### config.mk
export PLATFORM = sky130hd
export DESIGN_NAME = pcr_clock_tracker_unit_flat
export DESIGN_NICKNAME = d
export VERILOG_FILES = /design/src/pcr_pkg.sv /design/src/pcr_if.sv /design/src/pcr_in_reg.sv /design/src/pcr_track_core.sv /design/src/pcr_clock_tracker_unit.sv /design/src/flat_wrapper.sv
export SDC_FILE = /design/constraint.sdc
export NUM_CORES = 1
export LEC_CHECK = 0
export ABC_AREA = 1
export BUFFER_PORTS_ARGS = -buffer_cell sky130_fd_sc_hd__buf_2
export CAP_MARGIN = 40
export CORE_ASPECT_RATIO = 0.7
export CORE_MARGIN = 1.5
export CORE_UTILIZATION = 62
export CTS_CLUSTER_SIZE = 14
export DETAILED_ROUTE_END_ITERATION = 6
export PLACE_DENSITY = 0.79
export SLEW_MARGIN = 10
export SYNTH_ARGS = -nofsm -noshare
export SYNTH_HDL_FRONTEND = slang
export SYNTH_HIERARCHICAL = 1
export SYNTH_SLANG_ARGS = --single-unit
### constraint.sdc
create_clock -name clk_i -period 5.8 [get_ports clk_i]
set_input_delay 0.29 -clock clk_i [delete_from_list [all_inputs] [get_ports clk_i]]
set_output_delay 0.29 -clock clk_i [all_outputs]
set_load 0.02 [all_outputs]
### src/pcr_pkg.sv
// Package: widths, limits and the registered sample type for the PCR clock tracker.
`timescale 1ns / 1ps

package pcr_pkg;

  localparam int unsigned PID_W      = 13;
  localparam int unsigned BASE_W     = 33;
  localparam int unsigned EXT_W      = 9;
  localparam int unsigned WRAP_BITS  = 15;
  // running clock: PCR base with the wrap counter on top
  localparam int unsigned CLK_W      = BASE_W + WRAP_BITS;
  localparam int unsigned ELAPSED_W  = 48;

  localparam logic [EXT_W-1:0] EXT_MAX = EXT_W'(299);
  localparam logic [EXT_W-1:0] EXT_MOD = EXT_W'(300);

  typedef struct packed {
    logic [PID_W-1:0]  pid;
    logic [BASE_W-1:0] pcr_base;
    logic [EXT_W-1:0]  pcr_ext;
  } pcr_sample_t;

endpackage

### src/pcr_if.sv
// Valid/ready channel interfaces for PCR samples and tracker results.
`timescale 1ns / 1ps

interface pcr_sample_if
  import pcr_pkg::*;
();
  logic              valid;
  logic              ready;
  logic [PID_W-1:0]  pid;
  logic [BASE_W-1:0] pcr_base;
  logic [EXT_W-1:0]  pcr_ext;

  modport source (output valid, output pid, output pcr_base, output pcr_ext, input ready);
  modport sink   (input valid, input pid, input pcr_base, input pcr_ext, output ready);
endinterface

interface pcr_result_if
  import pcr_pkg::*;
();
  logic                 valid;
  logic                 ready;
  logic                 taken;
  logic                 new_reference;
  logic                 wrapped;
  logic [ELAPSED_W-1:0] elapsed_base;
  logic [EXT_W-1:0]     elapsed_ext;

  modport source (output valid, output taken, output new_reference, output wrapped,
                  output elapsed_base, output elapsed_ext, input ready);
  modport sink   (input valid, input taken, input new_reference, input wrapped,
                  input elapsed_base, input elapsed_ext, output ready);
endinterface

### src/pcr_in_reg.sv
// Input register: captures one sample beat and saturates the extension.
`timescale 1ns / 1ps

module pcr_in_reg
  import pcr_pkg::*;
(
  input  logic         clk_i,
  input  logic         rst_ni,
  pcr_sample_if.sink   sample_i,
  input  logic         advance_i,
  output logic         valid_o,
  output pcr_sample_t  sample_o
);

  logic        valid_q, valid_d;
  pcr_sample_t sample_q;
  logic        load;
  logic [EXT_W-1:0] ext_sat;

  // slot frees when empty or when the core consumes it this cycle
  assign sample_i.ready = !valid_q || advance_i;
  assign load           = sample_i.valid && sample_i.ready;
  assign ext_sat        = (sample_i.pcr_ext > EXT_MAX) ? EXT_MAX : sample_i.pcr_ext;

  always_comb begin
    valid_d = valid_q;
    if (load) begin
      valid_d = 1'b1;
    end else if (advance_i) begin
      valid_d = 1'b0;
    end
  end

  always_ff @(posedge clk_i or negedge rst_ni) begin
    if (!rst_ni) begin
      valid_q <= 1'b0;
    end else begin
      valid_q <= valid_d;
    end
  end

  always_ff @(posedge clk_i) begin
    if (load) begin
      sample_q.pid      <= sample_i.pid;
      sample_q.pcr_base <= sample_i.pcr_base;
      sample_q.pcr_ext  <= ext_sat;
    end
  end

  assign valid_o  = valid_q;
  assign sample_o = sample_q;

endmodule

### src/pcr_track_core.sv
// Tracker core: reference lock, wrap extension, elapsed time and result register.
`timescale 1ns / 1ps

module pcr_track_core
  import pcr_pkg::*;
(
  input  logic         clk_i,
  input  logic         rst_ni,
  input  logic         valid_i,
  input  pcr_sample_t  sample_i,
  output logic         advance_o,
  pcr_result_if.source result_o
);

  logic              have_ref_q, have_ref_d;
  logic [PID_W-1:0]  ref_pid_q, ref_pid_d;
  logic              repeat_q, repeat_d;
  logic [CLK_W-1:0]  run_base_q, run_base_d;
  logic [EXT_W-1:0]  run_ext_q, run_ext_d;
  logic [BASE_W-1:0] start_base_q, start_base_d;
  logic [EXT_W-1:0]  start_ext_q, start_ext_d;

  logic                 out_valid_q, out_valid_d;
  logic                 taken_q, newref_q, wrapped_q;
  logic [ELAPSED_W-1:0] eb_q;
  logic [EXT_W-1:0]     ee_q;

  logic                 fire;
  logic                 match, wrap_det;
  logic [WRAP_BITS-1:0] wrap_cnt;
  logic                 taken_d, newref_d, wrapped_d;
  logic [CLK_W-1:0]     eb;
  logic [EXT_W-1:0]     ee;

  assign advance_o = !out_valid_q || result_o.ready;
  assign fire      = valid_i && advance_o;

  assign match    = have_ref_q && (sample_i.pid == ref_pid_q);
  assign wrap_det = sample_i.pcr_base < run_base_q[BASE_W-1:0];
  assign wrap_cnt = run_base_q[CLK_W-1:BASE_W] + WRAP_BITS'(wrap_det);

  always_comb begin
    have_ref_d   = have_ref_q;
    ref_pid_d    = ref_pid_q;
    repeat_d     = repeat_q;
    run_base_d   = run_base_q;
    run_ext_d    = run_ext_q;
    start_base_d = start_base_q;
    start_ext_d  = start_ext_q;
    taken_d      = 1'b0;
    newref_d     = 1'b0;
    wrapped_d    = 1'b0;
    if (match) begin
      repeat_d   = 1'b1;
      run_base_d = {wrap_cnt, sample_i.pcr_base};
      run_ext_d  = sample_i.pcr_ext;
      taken_d    = 1'b1;
      wrapped_d  = wrap_det;
    end else if (!repeat_q) begin
      // unlocked: any other PID takes over as reference
      have_ref_d   = 1'b1;
      ref_pid_d    = sample_i.pid;
      run_base_d   = CLK_W'(sample_i.pcr_base);
      run_ext_d    = sample_i.pcr_ext;
      start_base_d = sample_i.pcr_base;
      start_ext_d  = sample_i.pcr_ext;
      taken_d      = 1'b1;
      newref_d     = 1'b1;
    end
  end

  // elapsed time from the updated clock, borrow modulo 300 in the extension
  always_comb begin
    if (run_ext_d < start_ext_d) begin
      eb = run_base_d - CLK_W'(start_base_d) - CLK_W'(1);
      ee = EXT_MOD + run_ext_d - start_ext_d;
    end else begin
      eb = run_base_d - CLK_W'(start_base_d);
      ee = run_ext_d - start_ext_d;
    end
  end

  always_comb begin
    out_valid_d = out_valid_q;
    if (fire) begin
      out_valid_d = 1'b1;
    end else if (result_o.ready) begin
      out_valid_d = 1'b0;
    end
  end

  always_ff @(posedge clk_i or negedge rst_ni) begin
    if (!rst_ni) begin
      have_ref_q   <= 1'b0;
      ref_pid_q    <= '0;
      repeat_q     <= 1'b0;
      run_base_q   <= '0;
      run_ext_q    <= '0;
      start_base_q <= '0;
      start_ext_q  <= '0;
      out_valid_q  <= 1'b0;
    end else begin
      out_valid_q <= out_valid_d;
      if (fire) begin
        have_ref_q   <= have_ref_d;
        ref_pid_q    <= ref_pid_d;
        repeat_q     <= repeat_d;
        run_base_q   <= run_base_d;
        run_ext_q    <= run_ext_d;
        start_base_q <= start_base_d;
        start_ext_q  <= start_ext_d;
      end
    end
  end

  always_ff @(posedge clk_i) begin
    if (fire) begin
      taken_q   <= taken_d;
      newref_q  <= newref_d;
      wrapped_q <= wrapped_d;
      eb_q      <= ELAPSED_W'(eb);
      ee_q      <= ee;
    end
  end

  assign result_o.valid         = out_valid_q;
  assign result_o.taken         = taken_q;
  assign result_o.new_reference = newref_q;
  assign result_o.wrapped       = wrapped_q;
  assign result_o.elapsed_base  = eb_q;
  assign result_o.elapsed_ext   = ee_q;

endmodule

### src/pcr_clock_tracker_unit.sv
// Top level of the PCR clock tracker: input register feeding the tracker core.
//
// sample_i carries one PCR sample per beat (PID, 33-bit base, extension); an
// extension above 299 is treated as 299. result_o returns exactly one result
// beat per sample: taken, new_reference, wrapped and the time elapsed since
// the reference start (48-bit base, extension 0..299).
// The first sample sets the reference PID; another PID replaces it until the
// reference PID repeats, after which other PIDs are ignored. The running base
// is extended past its 33-bit wrap by a 15-bit wrap counter.
// A sample beat passes through the input register, then the result register,
// whose output is the result beat. The tracker accepts one sample per cycle
// while result_o does not stall; the clock state updates in the same cycle
// the result register loads.
// When result_o stalls, the result register holds and the input register
// absorbs one more beat; sample_i.ready then drops until result_o drains.
// Reset (rst_ni low, asynchronous) clears the reference, the lock, the
// running and start clocks and both valid flags; no result is pending.
`timescale 1ns / 1ps

module pcr_clock_tracker_unit
  import pcr_pkg::*;
(
  input  logic         clk_i,
  input  logic         rst_ni,
  pcr_sample_if.sink   sample_i,
  pcr_result_if.source result_o
);

  logic        stage_valid;
  logic        advance;
  pcr_sample_t stage_sample;

  pcr_in_reg u_in_reg (
    .clk_i     (clk_i),
    .rst_ni    (rst_ni),
    .sample_i  (sample_i),
    .advance_i (advance),
    .valid_o   (stage_valid),
    .sample_o  (stage_sample)
  );

  pcr_track_core u_core (
    .clk_i     (clk_i),
    .rst_ni    (rst_ni),
    .valid_i   (stage_valid),
    .sample_i  (stage_sample),
    .advance_o (advance),
    .result_o  (result_o)
  );

endmodule

### src/flat_wrapper.sv
// flat-port wrapper written by rule: the top's interface ports become plain ports
module pcr_clock_tracker_unit_flat import pcr_pkg::*;
  (clk_i, rst_ni, sample_i_valid, sample_i_pid, sample_i_pcr_base, sample_i_pcr_ext, sample_i_ready, result_o_valid, result_o_taken, result_o_new_reference, result_o_wrapped, result_o_elapsed_base, result_o_elapsed_ext, result_o_ready);
  pcr_sample_if sample_i_i ();
  pcr_result_if result_o_i ();
  input  logic clk_i;
  input  logic rst_ni;
  input wire logic [$bits(sample_i_i.valid)-1:0] sample_i_valid;
  input wire logic [$bits(sample_i_i.pid)-1:0] sample_i_pid;
  input wire logic [$bits(sample_i_i.pcr_base)-1:0] sample_i_pcr_base;
  input wire logic [$bits(sample_i_i.pcr_ext)-1:0] sample_i_pcr_ext;
  output wire logic [$bits(sample_i_i.ready)-1:0] sample_i_ready;
  output wire logic [$bits(result_o_i.valid)-1:0] result_o_valid;
  output wire logic [$bits(result_o_i.taken)-1:0] result_o_taken;
  output wire logic [$bits(result_o_i.new_reference)-1:0] result_o_new_reference;
  output wire logic [$bits(result_o_i.wrapped)-1:0] result_o_wrapped;
  output wire logic [$bits(result_o_i.elapsed_base)-1:0] result_o_elapsed_base;
  output wire logic [$bits(result_o_i.elapsed_ext)-1:0] result_o_elapsed_ext;
  input wire logic [$bits(result_o_i.ready)-1:0] result_o_ready;
  assign sample_i_i.valid = sample_i_valid;
  assign sample_i_i.pid = sample_i_pid;
  assign sample_i_i.pcr_base = sample_i_pcr_base;
  assign sample_i_i.pcr_ext = sample_i_pcr_ext;
  assign sample_i_ready = sample_i_i.ready;
  assign result_o_valid = result_o_i.valid;
  assign result_o_taken = result_o_i.taken;
  assign result_o_new_reference = result_o_i.new_reference;
  assign result_o_wrapped = result_o_i.wrapped;
  assign result_o_elapsed_base = result_o_i.elapsed_base;
  assign result_o_elapsed_ext = result_o_i.elapsed_ext;
  assign result_o_i.ready = result_o_ready;
  pcr_clock_tracker_unit u_core (.clk_i(clk_i), .rst_ni(rst_ni), .sample_i(sample_i_i), .result_o(result_o_i));
endmodule
==> impl_metrics.py, run 1 <==
metrics = {
    "setup_path": {
        "startpoint_type": "register",
        "critPathKind": "register to register",
        "reg2reg_from": "u_core/u_in_reg/sample_o[45]",
        "reg2regPathDepth": 33,
        "reg2reg_setup_slack_ps": 280,
        "slowest_stage": "edfxtp_1",
        "end_kind": "register",
        "path_common_cell": "nand2_1",
        "critPathMaxStageDelay_ps": 460,
        "worstPathMaxFanout": 15,
        "worstReg2RegEnd": "u_core/u_core/result_o.elapsed_base[47]",
        "critPathRequiredTime_ps": 6080,
        "worstPathArrival_ps": 5810,
    },
    "clocking": {
        "clockRootBuffer": "clkbuf_16",
        "h-tree-depth": 1,
        "clkTransAtPathRegs_ps": 60,
        "cts_buffers": 24,
        "cts_sinks": 231,
        "cts_tree": "done",
        "insertion_delay_ps": 550,
        "clockBufferDepth": 3,
    },
    "hold_path": {
        "worstHoldEndpoint": "u_core/u_in_reg/valid_o",
        "hold_depth": 3,
        "hold_path_class": "primary input to register",
        "min_from": "sample_i_valid",
    },
    "die": {
        "die_area_mm2": 0.0261,
        "ioPinCount": 121,
        "core_area_mm2": 0.0246,
        "initial_utilization": 0.632,
        "num_rows": 48,
        "dieWidth_um": 192,
        "die_h_um": 136,
    },
    "global_routing": {
        "grt_max_degree": 81,
        "antenna_found_initial": 0,
        "grt_pass1_wl_mm": 72.1,
        "first_global_vias": 13600,
        "grt_overflow_total": 0,
        "gr-usage-all-layers": 0.355,
    },
    "yosys": {
        "avgSynthCellArea_um2": 7.62,
        "synthCells": 2043,
        "synth_seq_area_share": 0.408,
        "netlist_area_mm2": 0.0156,
        "synth_most_common_cell": "nand2_1",
        "yosysWarnings": 6,
        "synth_fp_nets": 2197,
        "synth_edf_count": 115,
        "ys_seq_elements": 231,
        "synth_top_area_cell": "edfxtp_1",
        "ys_top_cells_by_area": "edfxtp_1, dfrtp_1, nand2_1, o21ai_0, ha_1",
        "yosysTopAreaCellShare": 0.222,
        "synthArstFlopShare": 0.502,
        "synthFlopType": "dfrtp_1",
        "synth_cell_types": 49,
        "synth_common_cells": "nand2_1, inv_1, o21ai_0, nor2_1, dfrtp_1",
    },
    "sta": {
        "setup_viol": 0,
        "min_period_ps": 5520,
        "rsz0062_at_grt": "no",
        "whs_ps": 15.3,
        "min_period_over_period": 0.952,
        "finalMaxSlewViolations": 0,
        "final_hold_viol_count": 0,
        "fmax_mhz": 181,
        "finalClockSkew_ps": 24.2,
        "worst_slew_pin_slew_ps": 892,
        "setup-tns-final_ps": 0,
        "relSlewSlack": 0.406,
    },
    "route": {
        "route.detailed.drc": 0,
        "drt-total-wl_mm": 46.0,
        "avgViaCountPerCell": 5.69,
        "wl_per_cell_um": 18.0,
        "drt_iter0_drc": 1452,
        "ant_nets": 0,
        "dr.pass1.iters": 6,
        "vias": 14500,
    },
    "cells_and_area": {
        "nNetsFinal": 2368,
        "final_area_mm2": 0.0179,
        "drive_gt1_frac": 0.130,
        "fin_cells": 2556,
        "syn2layout_area_growth_pct": 15.3,
        "diodes": 0,
    },
    "outcome": {
        "outcome": "finished clean",
    },
    "placement": {
        "placed_area_mm2": 0.0166,
        "routabilityCongestion": 1.06,
        "dpl.hpwl_mm": 33.0,
        "port_buffers": 120,
        "dp.cells": 2461,
    },
    "pwr": {
        "power_density_mw_per_mm2": 552,
        "p_leak_nw": 8.67,
        "vdd.ir_drop.worst_mv": 0.383,
    },
    "flow_run": {
        "maxCapViolations": 0,
    },
}
==> per-layer routing <==
layer  GRT usage  part of all wire  vias to the layer above  wire [um]
li1            -                 -                     6961          -
met2       0.582              0.46                      716      21000
met5           0                 0                        -          0
met4      0.0728             0.020                        0        916
met1       0.498              0.43                     6784      19800
met3      0.0596             0.092                       77       4220
==> critical path, delay by kind of cell (launching register included) <==
family	cells	cell delay [ps]
AOI/OAI and AO/OA	2	390
buffers and inverters	6	710
DFF	1	460
and+or+nand+nor	22	2860
xor gates and xnor gates	1	250
adders and majority gates	2	590
==> state kept, by name (all words and copies together), names as in the netlist <==
signal and flops:
u_core/u_core/result_o.elapsed_base 48, u_core/u_core/ref_pid_q 13, u_core/u_core/result_o.valid 1, u_core/u_core/run_ext_q 9, u_core/u_core/result_o.elapsed_ext 9, u_core/u_core/start_base_q 33, u_core/u_core/result_o.new_reference 1, u_core/u_core/repeat_q 1
u_core/u_core/have_ref_q 1, u_core/u_core/result_o.wrapped 1, u_core/u_core/start_ext_q 9, u_core/u_core/run_base_q 48, u_core/u_in_reg/valid_o 1, u_core/u_core/result_o.taken 1, u_core/u_in_reg/sample_o 55
==> final cells by class <==
cell class | instances | area, um^2
clock buffers | 40 | 752
clock inverters | 3 | 18.8
fillers | 1892 | 6680
inverters | 292 | 1110
multi-input cells | 1471 | 7950
flip-flops and latches | 231 | 6360
well taps | 325 | 407
repair buffers | 194 | 1350
==> cells by family after synthesis <==
family          synth area share
compound gates             0.114
simple gates               0.267
flops                      0.408
xor+xnor                  0.0476
fa+ha+maj                 0.0798
buf+inv                   0.0830
==> worst max path at each step <==
stage | startpoint | to | slack (ps)
3_3_place_gp | u_core/u_in_reg/sample_o[45] | u_core/u_core/result_o.elapsed_base[38] | 380
5_1_grt | u_core/u_in_reg/sample_o[45] | u_core/u_core/result_o.elapsed_base[47] | 20
3_5_place_dp | u_core/u_in_reg/sample_o[52] | u_core/u_core/result_o.elapsed_base[45] | 320
4_1_cts | u_core/u_in_reg/sample_o[45] | u_core/u_core/result_o.elapsed_base[47] | 280
6_report | u_core/u_in_reg/sample_o[45] | u_core/u_core/result_o.elapsed_base[47] | 280
2_1_floorplan | u_core/u_in_reg/sample_o[43] | u_core/u_core/result_o.elapsed_base[44] | 1400
==> cell usage in the layout (no fill, tap or decap), types with 5 or more instances in the layout <==
cell,synthesis,routed
buf_2,3,119
buf_4,0,22
clkbuf_1,40,8
xor2_1,56,56
inv_1,271,267
nor2_2,22,24
nor2_4,11,12
dlygate4sd3_1,0,48
fa_1,7,7
dfrtp_1,116,115
nand2_1,561,559
nand4_1,35,35
ha_1,88,88
clkbuf_16,0,26
clkbuf_8,0,7
nand2_2,21,23
a31oi_1,7,7
xnor2_1,23,22
nand3b_1,9,9
edfxtp_1,115,115
nand3_1,91,91
o21ai_0,244,244
nor3_1,15,15
or2_2,5,5
a21oi_1,59,58
nor2_1,169,166
inv_2,17,18
==> where the power goes <==
group / total (W) / internal, W / switching, W
Combinational: 0.00600 / 0.00185 / 0.00415
Sequential: 0.00237 / 0.00224 / 0.000128
Clock: 0.00154 / 0.000880 / 0.000663
Total: 0.00991 / 0.00498 / 0.00494
==> stage by stage <==
stage,setup slack (ps),power (W),utilization
finish,276,0.00991,0.729
CTS,280,0.00973,0.726
floorplan,1400,0.00643,-
global route,23.7,0.0106,0.729
detailed placement,324,0.00814,0.675
global placement,379,0.00807,0.673
==> what timing repair did <==
item                       CTS  global route
buffers inserted             0             3
hold buffers                48             0
setup endpoints to repair    0            18
hold endpoints to repair    94             0
resized for setup            0             7
Note: power is estimated with default switching activity, not from simulation.
==> run 2: changes to the inputs <==
SYNTH_HIERARCHICAL = not set   (was 1)
==> impl_metrics.py, run 2 <==
metrics = {
    "die": {
        "num_rows": 48,
        "ioPinCount": 121,
        "die_area_mm2": 0.0263,
        "die_h_um": 136,
        "initial_utilization": 0.634,
        "dieWidth_um": 193,
        "core_area_mm2": 0.0247,
    },
    "setup_path": {
        "critPathRequiredTime_ps": 6110,
        "startpoint_type": "register",
        "worstPathMaxFanout": 79,
        "worstPathArrival_ps": 5630,
        "end_kind": "register",
        "critPathKind": "register to register",
        "critPathMaxStageDelay_ps": 460,
        "slowest_stage": "fa_1",
    },
    "placement": {
        "routabilityCongestion": 0.929,
        "port_buffers": 120,
        "place_ws_ps": 565,
        "dpl.hpwl_mm": 31.1,
    },
    "clocking": {
        "clkTransAtPathRegs_ps": 70,
        "h-tree-depth": 1,
        "cts_buffers": 23,
        "cts_tree": "done",
        "clockRootBuffer": "clkbuf_16",
        "clockBufferDepth": 3,
        "insertion_delay_ps": 550,
        "cts_sinks": 231,
        "post_cts_resized": 0,
    },
    "route": {
        "route.detailed.drc": 0,
        "ant_nets": 0,
        "dr.pass1.iters": 7,
        "wl_met2_mm": 18.0,
        "avgViaCountPerCell": 5.56,
        "vias": 14300,
        "top_layer": "met4",
        "drt-met1-wl_mm": 19.9,
        "drt-total-wl_mm": 42.7,
        "drt_iter0_drc": 1381,
        "wl_per_cell_um": 16.6,
        "wl_met3_mm": 3.87,
    },
    "outcome": {
        "outcome": "finished clean",
    },
    "global_routing": {
        "gr-usage-all-layers": 0.330,
        "grt_pass1_wl_mm": 67.8,
        "antenna_found_initial": 0,
        "first_global_vias": 13200,
        "grt_max_degree": 80,
        "grt_overflow_total": 0,
    },
    "yosys": {
        "synth_fp_nets": 2211,
        "synth_common_cells": "nand2_1, inv_1, o21ai_0, nor2_1, dfrtp_1",
        "yosysTopAreaCellShare": 0.220,
        "synthArstFlopShare": 0.502,
        "synth_most_common_cell": "nand2_1",
        "synth_edf_count": 115,
        "synth_cell_types": 46,
        "synth_seq_area_share": 0.405,
        "synthCells": 2058,
        "synthFlopType": "dfrtp_1",
        "yosysWarnings": 0,
        "ys_top_cells_by_area": "edfxtp_1, dfrtp_1, nand2_1, o21ai_0, ha_1",
        "ys_seq_elements": 231,
        "avgSynthCellArea_um2": 7.62,
        "synth_top_area_cell": "edfxtp_1",
        "netlist_area_mm2": 0.0157,
    },
    "sta": {
        "finalMaxSlewViolations": 0,
        "min_period_ps": 5320,
        "min_period_over_period": 0.917,
        "rsz0062_at_grt": "no",
        "worst_slew_pin_slew_ps": 837,
        "setup_ws_ps": 483,
        "setup_viol": 0,
        "finalClockSkew_ps": 13.6,
        "fmax_mhz": 188,
        "final_hold_viol_count": 0,
        "setup-tns-final_ps": 0,
        "relSlewSlack": 0.442,
    },
    "cells_and_area": {
        "final_cell_mix": "nand2_1, inv_1, o21ai_0",
        "seqCellArea_mm2": 0.00636,
        "final_common_cell": "nand2_1",
        "diodes": 0,
        "multi_input_area_mm2": 0.00805,
        "fill_cells": 1911,
        "syn2layout_area_growth_pct": 14.8,
        "largest_reg_flops": 55,
        "drive_gt1_frac": 0.136,
        "nNetsFinal": 2377,
    },
    "flow_run": {
        "maxCapViolations": 0,
    },
    "hold_path": {
        "hold_path_class": "primary input to register",
    },
    "pwr": {
        "vdd.ir_drop.worst_mv": 0.363,
        "p_leak_nw": 8.90,
        "p_total_w": 0.00559,
        "power_density_mw_per_mm2": 310,
    },
}
run 2: kinds of logic after synthesis:
kind of cell	synth area share
AOI/OAI and AO/OA	0.102
xor gates and xnor gates	0.0417
adders and majority gates	0.0784
buffers and inverters	0.0819
DFF	0.405
and+or+nand+nor	0.290
run 2: stage by stage:
stage	util	instances	instance area, um^2	hold slack (ps)
2_1_floorplan	-	2058	15700	-5.59
3_3_place_gp	0.673	2471	16600	385
3_5_place_dp	0.675	2473	16700	399
4_1_cts	0.727	2566	18000	6.08
5_1_grt	0.727	2566	18000	28.0
6_report	0.727	2566	18000	28.3
run 2: worst paths after layout:
check                                               start                                       to  slack, ps  cells after the start
max                            u_core.u_core.ref_pid_q[7]  u_core.u_core.result_o.elapsed_base[37]        480                     31
min                                   sample_i_pcr_ext[3]              u_core.u_in_reg.sample_o[3]         30                      2
max reg2reg                    u_core.u_core.ref_pid_q[7]  u_core.u_core.result_o.elapsed_base[37]        480                     31
min reg2reg                u_core.u_core.start_base_q[26]           u_core.u_core.start_base_q[26]        480                      2
max in group asynchronous                          rst_ni            u_core.u_core.start_base_q[5]       4300                      4
min in group asynchronous                          rst_ni               u_core.u_core.run_ext_q[6]        340                      2
run 2: worst max-delay path, delay by kind of cell (launching register included):
| family | cells | cell delay, ps |
|---|---|---|
| xor gates and xnor gates | 2 | 580 |
| AOI/OAI and AO/OA | 1 | 70 |
| DFF | 1 | 400 |
| buffers and inverters | 6 | 740 |
| adders and majority gates | 2 | 630 |
| and+or+nand+nor | 20 | 2630 |
run 2: area by class of cell:
class,count,area share
inverters,292,0.0610
clock buffers,30,0.0346
flip-flops and latches,231,0.353
clock inverters,12,0.00966
repair buffers,189,0.0715
well taps,325,0.0226
multi-input cells,1487,0.447
run 2: layer usage:
| layer | up-vias | GRT usage |
|---|---|---|
| met5 | - | 0 |
| met4 | 0 | 0.0808 |
| met3 | 77 | 0.0692 |
| met2 | 605 | 0.484 |
| met1 | 6610 | 0.495 |
| li1 | 6974 | - |
run 2: what timing repair did:
action                                 in CTS  in global routing
buffers inserted                            0                  0
hold buffers                               51                  0
endpoints found under the hold margin     100                  0
run 2: report_power, final:
group          total, W  leakage [nW]  internal, W  switching (W)
clock           0.00161         0.387     0.000940       0.000675
combinational   0.00177          5.97     0.000577        0.00119
sequential      0.00221          2.54      0.00207       0.000137
total           0.00559          8.90      0.00359        0.00200
==> run 3: changes to the inputs <==
CORE_UTILIZATION = 50   (was 62)
PLACE_DENSITY = 0.65   (was 0.79)
==> impl_metrics.py, run 3 (synthesis gave the netlist of run 2 again) <==
metrics = {
    "outcome": {
        "outcome": "finished clean",
    },
    "cells_and_area": {
        "syn2layout_area_growth_pct": 16.3,
        "diodes": 0,
        "largest_reg_flops": 55,
        "final_common_cell": "nand2_1",
        "drive_gt1_frac": 0.138,
        "fin_util": 0.588,
        "fill_cells": 2854,
        "nNetsFinal": 2378,
        "final_cell_mix": "nand2_1, inv_1, o21ai_0",
    },
    "setup_path": {
        "reg2reg_setup_slack_ps": 570,
        "startpoint": "u_core.u_in_reg.sample_o[47]",
        "slowest_stage": "fa_1",
        "worstPathMaxFanout": 25,
        "worstPathArrival_ps": 5560,
        "critPathMaxStageDelay_ps": 510,
        "end_kind": "register",
        "critPathRequiredTime_ps": 6120,
        "reg2regPathDepth": 28,
        "reg2reg_from": "u_core.u_in_reg.sample_o[47]",
        "startpoint_type": "register",
        "path_common_cell": "nand2_1",
        "critPathKind": "register to register",
        "worstReg2RegEnd": "u_core.u_core.result_o.elapsed_base[43]",
    },
    "sta": {
        "setup_viol": 0,
        "finalMaxSlewViolations": 0,
        "min_period_over_period": 0.902,
        "min_period_ps": 5230,
        "setup-tns-final_ps": 0,
        "fmax_mhz": 191,
        "relSlewSlack": 0.494,
        "final_hold_viol_count": 0,
        "worst_slew_pin_slew_ps": 759,
        "finalClockSkew_ps": 17.8,
        "rsz0062_at_grt": "no",
    },
    "pwr": {
        "power.switching_w": 0.00197,
        "p_leak_nw": 8.96,
        "sw_frac_of_total": 0.347,
        "clkPwrFrac": 0.309,
        "p_seq_frac": 0.386,
        "p_int_w": 0.00371,
        "power_frac_comb": 0.305,
        "vdd.ir_drop.worst_mv": 0.323,
        "p_total_w": 0.00568,
        "power_density_mw_per_mm2": 312,
    },
    "clocking": {
        "insertion_delay_ps": 560,
        "clockRootBuffer": "clkbuf_16",
        "clkTransAtPathRegs_ps": 60,
        "cts_tree": "done",
        "cts_buffers": 25,
        "h-tree-depth": 1,
        "post_cts_buffers": 0,
        "post_cts_resized": 0,
        "cts_sinks": 231,
        "clockBufferDepth": 3,
    },
    "die": {
        "die_h_um": 151,
        "ioPinCount": 121,
        "die_area_mm2": 0.0324,
        "num_rows": 54,
        "initial_utilization": 0.506,
        "core_area_mm2": 0.0310,
        "dieWidth_um": 215,
    },
    "route": {
        "wl_per_cell_um": 15.5,
        "ant_nets": 0,
        "dr.pass1.iters": 5,
        "route.detailed.drc": 0,
        "avgViaCountPerCell": 5.13,
        "drt-total-wl_mm": 41.3,
        "drt_iter0_drc": 1126,
        "vias": 13700,
    },
    "global_routing": {
        "first_global_vias": 12500,
        "gr-usage-all-layers": 0.259,
        "grt_max_degree": 78,
        "grt_overflow_total": 0,
        "grt_pass1_wl_mm": 66.4,
        "antenna_found_initial": 0,
    },
    "hold_path": {
        "worstHoldEndpoint": "u_core.u_in_reg.sample_o[3]",
        "min_from": "sample_i_pcr_ext[3]",
        "hold_depth": 2,
        "hold_path_class": "primary input to register",
    },
    "placement": {
        "port_buffers": 120,
        "routabilityCongestion": 0.934,
        "dpl.hpwl_mm": 31.8,
    },
    "flow_run": {
        "maxCapViolations": 0,
    },
}
==> run 3: cell types whose count changed in the layout (fill, tap and decap cells not counted), moves of 2 or more <==
| cell | delta |
|---|---|
| bufinv_16 | +2 |
| clkinvlp_4 | +2 |
| clkinv_2 | +3 |
| buf_16 | +2 |
| clkbuf_16 | +2 |
| clkinv_1 | -2 |
| buf_4 | -3 |
| clkbuf_8 | -2 |
| clkbuf_1 | -2 |
==> run 3: worst max-delay path by stage <==
stage,cells past startpoint,to
finish,28,u_core.u_core.result_o.elapsed_base[43]
global route,28,u_core.u_core.result_o.elapsed_base[43]
CTS,30,u_core.u_core.result_o.elapsed_base[44]
detailed placement,31,u_core.u_core.result_o.elapsed_base[44]
global placement,30,u_core.u_core.result_o.elapsed_base[44]
floorplan,29,u_core.u_core.result_o.elapsed_base[41]
==> run 3: stage by stage <==
stage	cell area (um^2)	instances	hold slack, ps	setup WS (ps)
6_report	18200	2664	23.6	567
5_1_grt	18200	2664	17.0	164
4_1_cts	18200	2663	4.83	622
3_5_place_dp	16800	2565	392	629
3_3_place_gp	16800	2564	387	665
2_1_floorplan	15700	2058	-5.59	1380
==> run 3: cell type report <==
class | instances | area, um^2 | share of cell area
inverter | 292 | 1100 | 0.0602
timing repair buffer | 188 | 1310 | 0.0717
sequential | 231 | 6360 | 0.348
multi-input combinational | 1487 | 8050 | 0.441
clock buffer | 28 | 637 | 0.0349
clock inverter | 18 | 265 | 0.0145
tap | 420 | 526 | 0.0288
==> run 3: per-layer routing <==
| metal | wire (um) | vias up | global-route usage | share of wire |
|---|---|---|---|---|
| met5 | 0 | - | 0 | 0 |
| li1 | - | 6999 | - | - |
| met3 | 2350 | 38 | 0.0305 | 0.057 |
| met2 | 16700 | 390 | 0.383 | 0.40 |
| met1 | 21800 | 6235 | 0.408 | 0.53 |
| met4 | 524 | 0 | 0.0394 | 0.013 |
==> run 3: what timing repair did <==
item,4_1_cts,5_1_grt
hold endpoints to repair,97,0
hold buffers,52,0
endpoints found under the setup margin,0,0
==> run 3: power by group through the flow <==
stage | logic, W | registers (W) | clock network [W]
floorplan | 0.00112 | 0.00230 | 0
finish | 0.00174 | 0.00219 | 0.00176
detailed placement | 0.00169 | 0.00222 | 0
global placement | 0.00166 | 0.00221 | 0
CTS | 0.00173 | 0.00219 | 0.00180
global route | 0.00197 | 0.00222 | 0.00185
==> run 3: critical path, delay by kind of cell (launching register included) <==
kind / cells / cell delay, ps
xor+xnor: 1 / 470
flops: 1 / 390
buf+inv: 1 / 100
simple gates: 23 / 3090
fa+ha+maj: 2 / 750
compound gates: 1 / 190
